## config.mk

```make
export PLATFORM = sky130hd
export DESIGN_NAME = cer_ram
export DESIGN_NICKNAME = d
export VERILOG_FILES = /design/src/design/cer_ram.sv
export SDC_FILE = /design/constraint.sdc
export NUM_CORES = 1
export LEC_CHECK = 0
export BUFFER_PORTS_ARGS = -buffer_cell sky130_fd_sc_hd__buf_2
export CAP_MARGIN = 25
export CELL_PAD_IN_SITES_DETAIL_PLACEMENT = 0
export CELL_PAD_IN_SITES_GLOBAL_PLACEMENT = 2
export CORE_MARGIN = 3
export CORE_UTILIZATION = 40
export DETAILED_ROUTE_END_ITERATION = 16
export GPL_ROUTABILITY_DRIVEN = 0
export GPL_TIMING_DRIVEN = 0
export HOLD_SLACK_MARGIN = 0.03
export PLACE_DENSITY = 0.69
export SLEW_MARGIN = 15
export SYNTH_ARGS = -nofsm -noshare
export SYNTH_HDL_FRONTEND = slang
export SYNTH_SLANG_ARGS = --single-unit
export TNS_END_PERCENT = 1
```

## constraint.sdc

```tcl
create_clock -name clk -period 3.2 [get_ports clk]
set_clock_uncertainty 0.1 [all_clocks]
set_input_delay 0.32 -clock clk [delete_from_list [all_inputs] [get_ports clk]]
set_output_delay 0.32 -clock clk [all_outputs]
set_load 0.02 [all_outputs]
```

## src/design/cer_ram.sv

```systemverilog
// Generic single-port-write, registered-read RAM.
`default_nettype none

module cer_ram #(
    parameter int WIDTH = 8,
    parameter int DEPTH = 32
) (
    input  wire logic                     clk,
    input  wire logic                     wr_en,
    input  wire logic [$clog2(DEPTH)-1:0] wr_addr,
    input  wire logic [WIDTH-1:0]         wr_data,
    input  wire logic                     rd_en,
    input  wire logic [$clog2(DEPTH)-1:0] rd_addr,
    output logic      [WIDTH-1:0]         rd_data
);

    logic [WIDTH-1:0] mem [DEPTH];
    logic [WIDTH-1:0] rd_data_reg;

    always_ff @(posedge clk)
    begin
        if (wr_en)
        begin
            mem[wr_addr] <= wr_data;
        end
        if (rd_en)
        begin
            rd_data_reg <= mem[rd_addr];
        end
    end

    assign rd_data = rd_data_reg;

endmodule

`default_nettype wire

```

==> impl_metrics.toml, run 1 <==
[outcome]
outcome = "completed"

[finish]
final_util_pct = 46.5
syn2layout_area_growth_pct = 13.0
largest_reg_flops = 256
drive_gt1_share_pct = 32.2
mostFrequentLayoutCell = "edfxtp_1"
nets = 490
n_antenna_cell = 0
layout_common_cells = "264 x edfxtp_1, 80 x mux4_2, 33 x nor2_1"

[sta]
maxSlewViolCount = 0
finalHoldViolations = 0
fin_crit_ps = 2550
finalSetupTns_ps = 0
slew-limit-headroom_pct = 42.8
rsz0062_at_grt = "false"
finalCritPeriodShare_pct = 79.7
fmax_mhz = 392
setup_viol = 0
worstMarginPinSlew_ps = 855

[synthesis]
yosys_warnings = 0
synth_area_sq_um = 10100
synth_cell_types = 14
synthTopCellsByArea = "edfxtp_1 78%, mux4_2 18%, nor2_1 1.2%, mux2_2 0.89%, buf_4 0.44%"
synth_xor_area_share_pct = 0
syn_inst = 417
synth-simple-area-share_pct = 2.05
synth_top_area_share_pct = 78.2
synthAdderAreaFrac_pct = 0
synth_top_family_by_area = "multiplexers"
synth_area_per_cell_sq_um = 24.3
ys_ff_latch = 264
synth_top_area_cell = "edfxtp_1"
yosys-mux-area-fraction_pct = 18.7
ys_seq_area_share_pct = 78.2
synth_compound_area_share_pct = 0
syn_nets = 438

[hold_path]
min_path_type = "in -> reg"

[grt]
grt_pass1_vias = 4641
grt_usage_pct = 15.1
overflow = 0
antenna_found_initial = 0
grt_max_degree = 33
grt_pass1_wl_um = 29700

[critical_path]
cp_max_fo = 10
start_kind = "input port"
slowest_stage = "buf_1"
crit_path_max_incr_delay_ps = 650
timing.reg2reg.setup_slack_ps = 1100
crit_required_ps = 3360
crit_chain = "clkbuf_1 > buf_1 > mux4_2 > mux4_2 > mux2_2"
end_kind = "register"
crit_type = "in -> reg"
cp.arrival_ps = 2710
cpMostUsedCell = "mux4_2"

[clock_network]
htree_num_levels = 1
cts_buffer_depth = 3
cts_tree = "built"
cts_inserted_buffers = 26
clock-sinks = 264
cts_setup_buffers = 0
path_clk_slew_ps = 60
cts_root_buf = "clkbuf_16"
clkLatencyLatePin_ps = 520

[placed_design]
hpwl_um = 13100
portBuffers = 23

[detailed_routing]
via_per_inst = 5.34
vias = 4338
drt-initial-drc-count = 362
wl_um = 19800
postRouteAntennaNets = 0
dr.pass1.iters = 5
drc_errors = 0
routedWlPerCell_um = 24.4

[floorplan]
die_h_um = 165
fp.dieW_um = 165
core-area_sq_um = 24600
start_util_pct = 41.2
io_pins = 29
dieArea_sq_um = 27300
fp-row-count = 57

[pwr]
p_leak_nw = 3.51
vdd_drop_max_uv = 265
power_density_nw_per_um2 = 615

[flow_run]
drv_cap = 0
stage by stage:
step	cells	power [mW]	hold WS, ps	instance area, sq um	setup slack (ps)
finish	812	7.05	244	11500	651
global route	812	7.28	258	11500	594
CTS	812	7.11	241	11500	638
detailed placement	764	4.32	562	10700	96.8
global placement	764	4.31	547	10700	58.4
floorplan	417	4.16	319	10100	838
cells in the mapped netlist:
library cell / n
mux4_2: 80
nor2_1: 33
edfxtp_1: 264
or3b_2: 3
buf_4: 6
nand2_1: 1
buf_6: 1
nand3b_1: 5
buf_1: 6
mux2_2: 8
clkbuf_1: 6
or3_1: 1
nand3_1: 2
buf_2: 1
report_power, final:
| part | switching, mW | internal, mW | total (mW) |
|---|---|---|---|
| sequential | 0.00983 | 3.86 | 3.87 |
| clock | 1.19 | 1.61 | 2.80 |
| combinational | 0.216 | 0.155 | 0.372 |
| total | 1.42 | 5.63 | 7.05 |
critical path, delay by kind of cell:
kind,cells,cell delay (ps)
multiplexers,3,1300
buffers and inverters,2,1090
routing by layer:
layer	vias to the layer above	part of all wire, %	global-route usage (%)
met3	33	5.5	2.52
met5	-	0	0
met4	0	2.3	4.23
li1	1889	-	-
met1	2295	45	22.1
met2	121	48	23.7
path summary, 6_finish.rpt:
check | cells after the start | end | start
worst min register to register | 3 | rd_data[5]$_DFFE_PP_ | mem[27][5]$_DFFE_PP_
worst max register to register | 3 | rd_data[4]$_DFFE_PP_ | mem[23][4]$_DFFE_PP_
worst max-delay path | 5 | rd_data[4]$_DFFE_PP_ | rd_addr[2]
worst min-delay path | 1 | mem[0][4]$_DFFE_PP_ | wr_data[4]
final cells by class:
type                            count  area [sq um]
Tap cell                          324           405
Clock buffer                       32           694
Multi-Input combinational cell    133          2100
Buffer                             20           106
Sequential cell                   264          7930
Fill cell                        2024         13200
Clock inverter                     15          93.8
Timing Repair Buffer               24           125
cells by family (layout without fill, tap and decap cells):
kind of cell / Yosys count / after routing
flops: 264 / 264
mux: 88 / 88
simple gates: 45 / 45
buf+inv: 20 / 91
repair_timing:
item,CTS,global route
endpoints found under the hold margin,8,0
setup endpoints to repair,0,0
hold buffers,1,0
resized for setup,0,0
No activity file was read; power rests on OpenSTA's default activity.
==> inputs of run 2 (changes only) <==
- PLACE_DENSITY: 0.69 -> 0.71
- clock period: 3.2 -> 2.3 ns (I/O delays scaled with it)
==> impl_metrics.toml, run 2 (same netlist as run 1, synthesis figures left out) <==
[outcome]
outcome = "completed"

[clock_network]
clkLatencyLatePin_ps = 530
path_clk_slew_ps = 60
cts_root_buf = "clkbuf_16"
cts_setup_buffers = 0
cts_buffer_depth = 3
htree_num_levels = 1
cts_tree = "built"
clock-sinks = 264
cts_inserted_buffers = 27

[placed_design]
post-place-cells = 764
hpwl_um = 13100
portBuffers = 23

[critical_path]
start_kind = "register"
slowest_stage = "mux4_2"
crit_family = "multiplexers"
path_buf_inv = 0
crit_path_max_incr_delay_ps = 570
crit_type = "reg -> reg"
cpMostUsedCell = "mux4_2"
crit_chain = "mux4_2 > mux4_2 > mux2_2"
cp.arrival_ps = 2280
end_kind = "register"
crit_required_ps = 2470
cp_max_fo = 1

[detailed_routing]
dr.pass1.iters = 5
postRouteAntennaNets = 0
routedWlPerCell_um = 24.7
drt-initial-drc-count = 340
vias = 4410
drc_errors = 0
wl_um = 20100
via_per_inst = 5.42

[floorplan]
start_util_pct = 41.2
dieArea_sq_um = 27300
core-area_sq_um = 24600
die_h_um = 165
fp.dieW_um = 165
fp-row-count = 57
io_pins = 29

[sta]
slew-limit-headroom_pct = 43.6
fin_crit_ps = 2120
finalCritPeriodShare_pct = 92.0
hold_slack_ps = 122
worstMarginPinSlew_ps = 843
setup_viol = 0
rsz0062_at_grt = "false"
maxSlewViolCount = 0
fmax_mhz = 472
finalHoldViolations = 0

[finish]
fin_cells = 813
n_antenna_cell = 0
final_util_pct = 46.8
syn2layout_area_growth_pct = 13.7
nets = 491
largest_reg_flops = 256
layout_common_cells = "264 x edfxtp_1, 80 x mux4_2, 33 x nor2_1"
drive_gt1_share_pct = 33.9
mostFrequentLayoutCell = "edfxtp_1"

[pwr]
vdd_drop_max_uv = 692
p_leak_nw = 3.56
design_power_total_mw = 10.1
power_density_nw_per_um2 = 876

[grt]
grt_pass1_wl_um = 30000
grt_pass1_vias = 4543
antenna_found_initial = 0
overflow = 0
grt_max_degree = 33
grt_usage_pct = 15.2

[hold_path]
min_path_type = "in -> reg"

[flow_run]
drv_cap = 0
==> run 2: cell count changes in the layout (fill, tap and decap cells not counted), sizes merged <==
cell,delta
clkinvlp,+1
bufinv,+2
clkinv,-4
clkbuf,+1
inv,+1
==> run 2: metal layers <==
metal	up-vias	track usage, %	part of all wire (%)
met5	-	0	0
met4	0	4.27	2.6
met3	32	2.00	4.5
met2	118	23.2	47
met1	2366	23.4	46
li1	1894	-	-
==> run 2: timing repair <==
item                       CTS  global route
setup endpoints to repair    8             3
resized for setup            6             2
hold endpoints to repair     8             0
hold buffers                 1             0
cloned                       0             0
==> run 2: power by group <==
| group | switching, mW | internal, mW | total (mW) |
|---|---|---|---|
| logic | 0.303 | 0.216 | 0.520 |
| registers | 0.0144 | 5.37 | 5.39 |
| clock network | 1.70 | 2.48 | 4.19 |
| total | 2.02 | 8.07 | 10.1 |
==> run 2: stage by stage <==
stage	area [sq um]	setup TNS (ps)	worst slack (ps)
after floorplan	10100	0	28.3
after global placement	10700	-5720	-787
after detailed placement	10700	-6000	-831
after CTS	11500	0	52.8
after global routing	11500	0	156
final	11500	0	183
==> run 2: final timing paths <==
kind         cells past startpoint                   end  slack (ps)                 start
max                              3  rd_data[1]$_DFFE_PP_         180  mem[31][1]$_DFFE_PP_
min                              1  mem[20][5]$_DFFE_PP_         120            wr_data[5]
max reg2reg                      3  rd_data[1]$_DFFE_PP_         180  mem[31][1]$_DFFE_PP_
min reg2reg                      3  rd_data[2]$_DFFE_PP_         890   mem[7][2]$_DFFE_PP_
==> run 2: cell type report <==
cell class / instances / area, sq um
buffer: 20 / 115
tap: 324 / 405
fill: 2025 / 13100
clock inverter: 15 / 153
clock buffer: 33 / 698
sequential: 264 / 7930
multi-input combinational: 133 / 2100
timing repair buffer: 24 / 125
==> run 2: worst register-to-register path, delay by kind of cell, from the launching register on <==
| kind | cells | cell delay [ps] |
|---|---|---|
| multiplexers | 3 | 1400 |
| flip-flops | 1 | 360 |
==> inputs of run 3 (changes only) <==
- CORE_MARGIN: 3 -> 2
==> impl_metrics.toml, run 3 (same netlist as run 1, synthesis figures left out) <==
[clock_network]
cts_tree = "built"
clkLatencyLatePin_ps = 520
cts_setup_buffers = 0
cts_buffer_depth = 3
path_clk_slew_ps = 60
htree_num_levels = 1
clock-sinks = 264
cts_root_buf = "clkbuf_16"
cts_inserted_buffers = 26

[sta]
fmax_mhz = 467
finalSetupTns_ps = 0
fin_crit_ps = 2140
finalCritPeriodShare_pct = 93.2
maxSlewViolCount = 0
setup_viol = 0
finalHoldViolations = 0
worstMarginPinSlew_ps = 862
rsz0062_at_grt = "false"
slew-limit-headroom_pct = 42.6

[grt]
use_met3_pct = 3.12
grt_max_degree = 33
use_met2_pct = 25.1
grt_use_met1_pct = 23.0
antenna_found_initial = 0
overflow = 0
busiest_layer = "met2"
grt_pass1_vias = 4624
grt_pass1_wl_um = 30500
grt_usage_pct = 16.0

[pwr]
vdd_drop_max_uv = 350
power_density_nw_per_um2 = 851
p_leak_nw = 3.52
design_power_total_mw = 9.74

[finish]
fill_cells = 2068
drive_gt1_share_pct = 33.6
multi_input_comb_area_sq_um = 2100
n_antenna_cell = 0
syn2layout_area_growth_pct = 13.0
nets = 490
layout_common_cells = "264 x edfxtp_1, 80 x mux4_2, 33 x nor2_1"
regArea_sq_um = 7930
mostFrequentLayoutCell = "edfxtp_1"
largest_reg_flops = 256

[floorplan]
fp.dieW_um = 163
core-area_sq_um = 25000
die_h_um = 163
fp-row-count = 58
dieArea_sq_um = 26600
io_pins = 29
start_util_pct = 40.5

[detailed_routing]
drt-initial-drc-count = 447
via_per_inst = 5.31
vias = 4340
wl_um = 20300
routedWlPerCell_um = 24.8
postRouteAntennaNets = 0
drc_errors = 0
dr.pass1.iters = 4

[critical_path]
start_kind = "input port"
cpMostUsedCell = "mux4_2"
crit_chain = "clkbuf_1 > buf_2 > mux4_2 > mux4_2 > mux2_2"
cp_max_fo = 10
crit_type = "in -> reg"
cp.arrival_ps = 2310
crit_family = "multiplexers"
path_buf_inv = 2
crit_path_max_incr_delay_ps = 520
crit_required_ps = 2460
end_kind = "register"
slowest_stage = "mux4_2"

[flow_run]
drv_cap = 0

[placed_design]
hpwl_um = 13200
portBuffers = 23

[hold_path]
min_path_type = "in -> reg"

[outcome]
outcome = "completed"
-- run 3: cell count changes in the layout (fill, tap and decap cells not counted) --
cell	change
bufinv_16	-3
clkbuf_1	+1
clkbuf_2	-1
clkinv_2	+3
inv_6	-1
-- run 3: cell type report --
class	count	area share (%)
multi-input combinational	133	18.3
tap	330	3.61
sequential	264	69.3
clock buffer	33	6.10
timing repair buffer	24	1.09
buffer	20	0.995
clock inverter	14	0.601
-- run 3: timing repair --
item                                    in CTS  in global routing
hold buffers                                 1                  0
resized for setup                            6                  0
hold endpoints to repair                     8                  0
endpoints found under the setup margin       8                  0
-- run 3: worst paths after layout --
kind,from,end,slack (ps),cells past startpoint
max,rd_addr[2],rd_data[4]$_DFFE_PP_,160,5
min,wr_data[5],mem[20][5]$_DFFE_PP_,150,1
min reg2reg,mem[6][6]$_DFFE_PP_,rd_data[6]$_DFFE_PP_,930,3
max reg2reg,mem[26][0]$_DFFE_PP_,rd_data[0]$_DFFE_PP_,220,3
-- run 3: power breakdown --
group	internal [mW]	switching, mW
clock	2.14	1.69
sequential	5.37	0.0143
combinational	0.216	0.304
total	7.72	2.01
-- run 3: worst register-to-register path, delay by kind of cell, from the launching register on --
kind	cells	cell delay (ps)
mux	3	1360
flops	1	370
-- run 3: through the flow --
step | util [%] | instances | instance area (sq um) | hold WS [ps] | setup slack (ps)
6_report | 45.7 | 818 | 11400 | 154 | 157
3_5_place_dp | 42.6 | 770 | 10700 | 465 | -699
5_1_grt | 45.7 | 818 | 11400 | 176 | 94.6
3_3_place_gp | 42.6 | 770 | 10700 | 455 | -709
4_1_cts | 45.7 | 818 | 11400 | 144 | 141
2_1_floorplan | - | 417 | 10100 | 229 | 28.3
-- run 3: per-layer routing --
| layer | share of wire [%] | wire length (um) |
|---|---|---|
| met4 | 2.4 | 485 |
| met3 | 7.0 | 1410 |
| met5 | 0 | 0 |
| met2 | 48 | 9650 |
| met1 | 43 | 8740 |
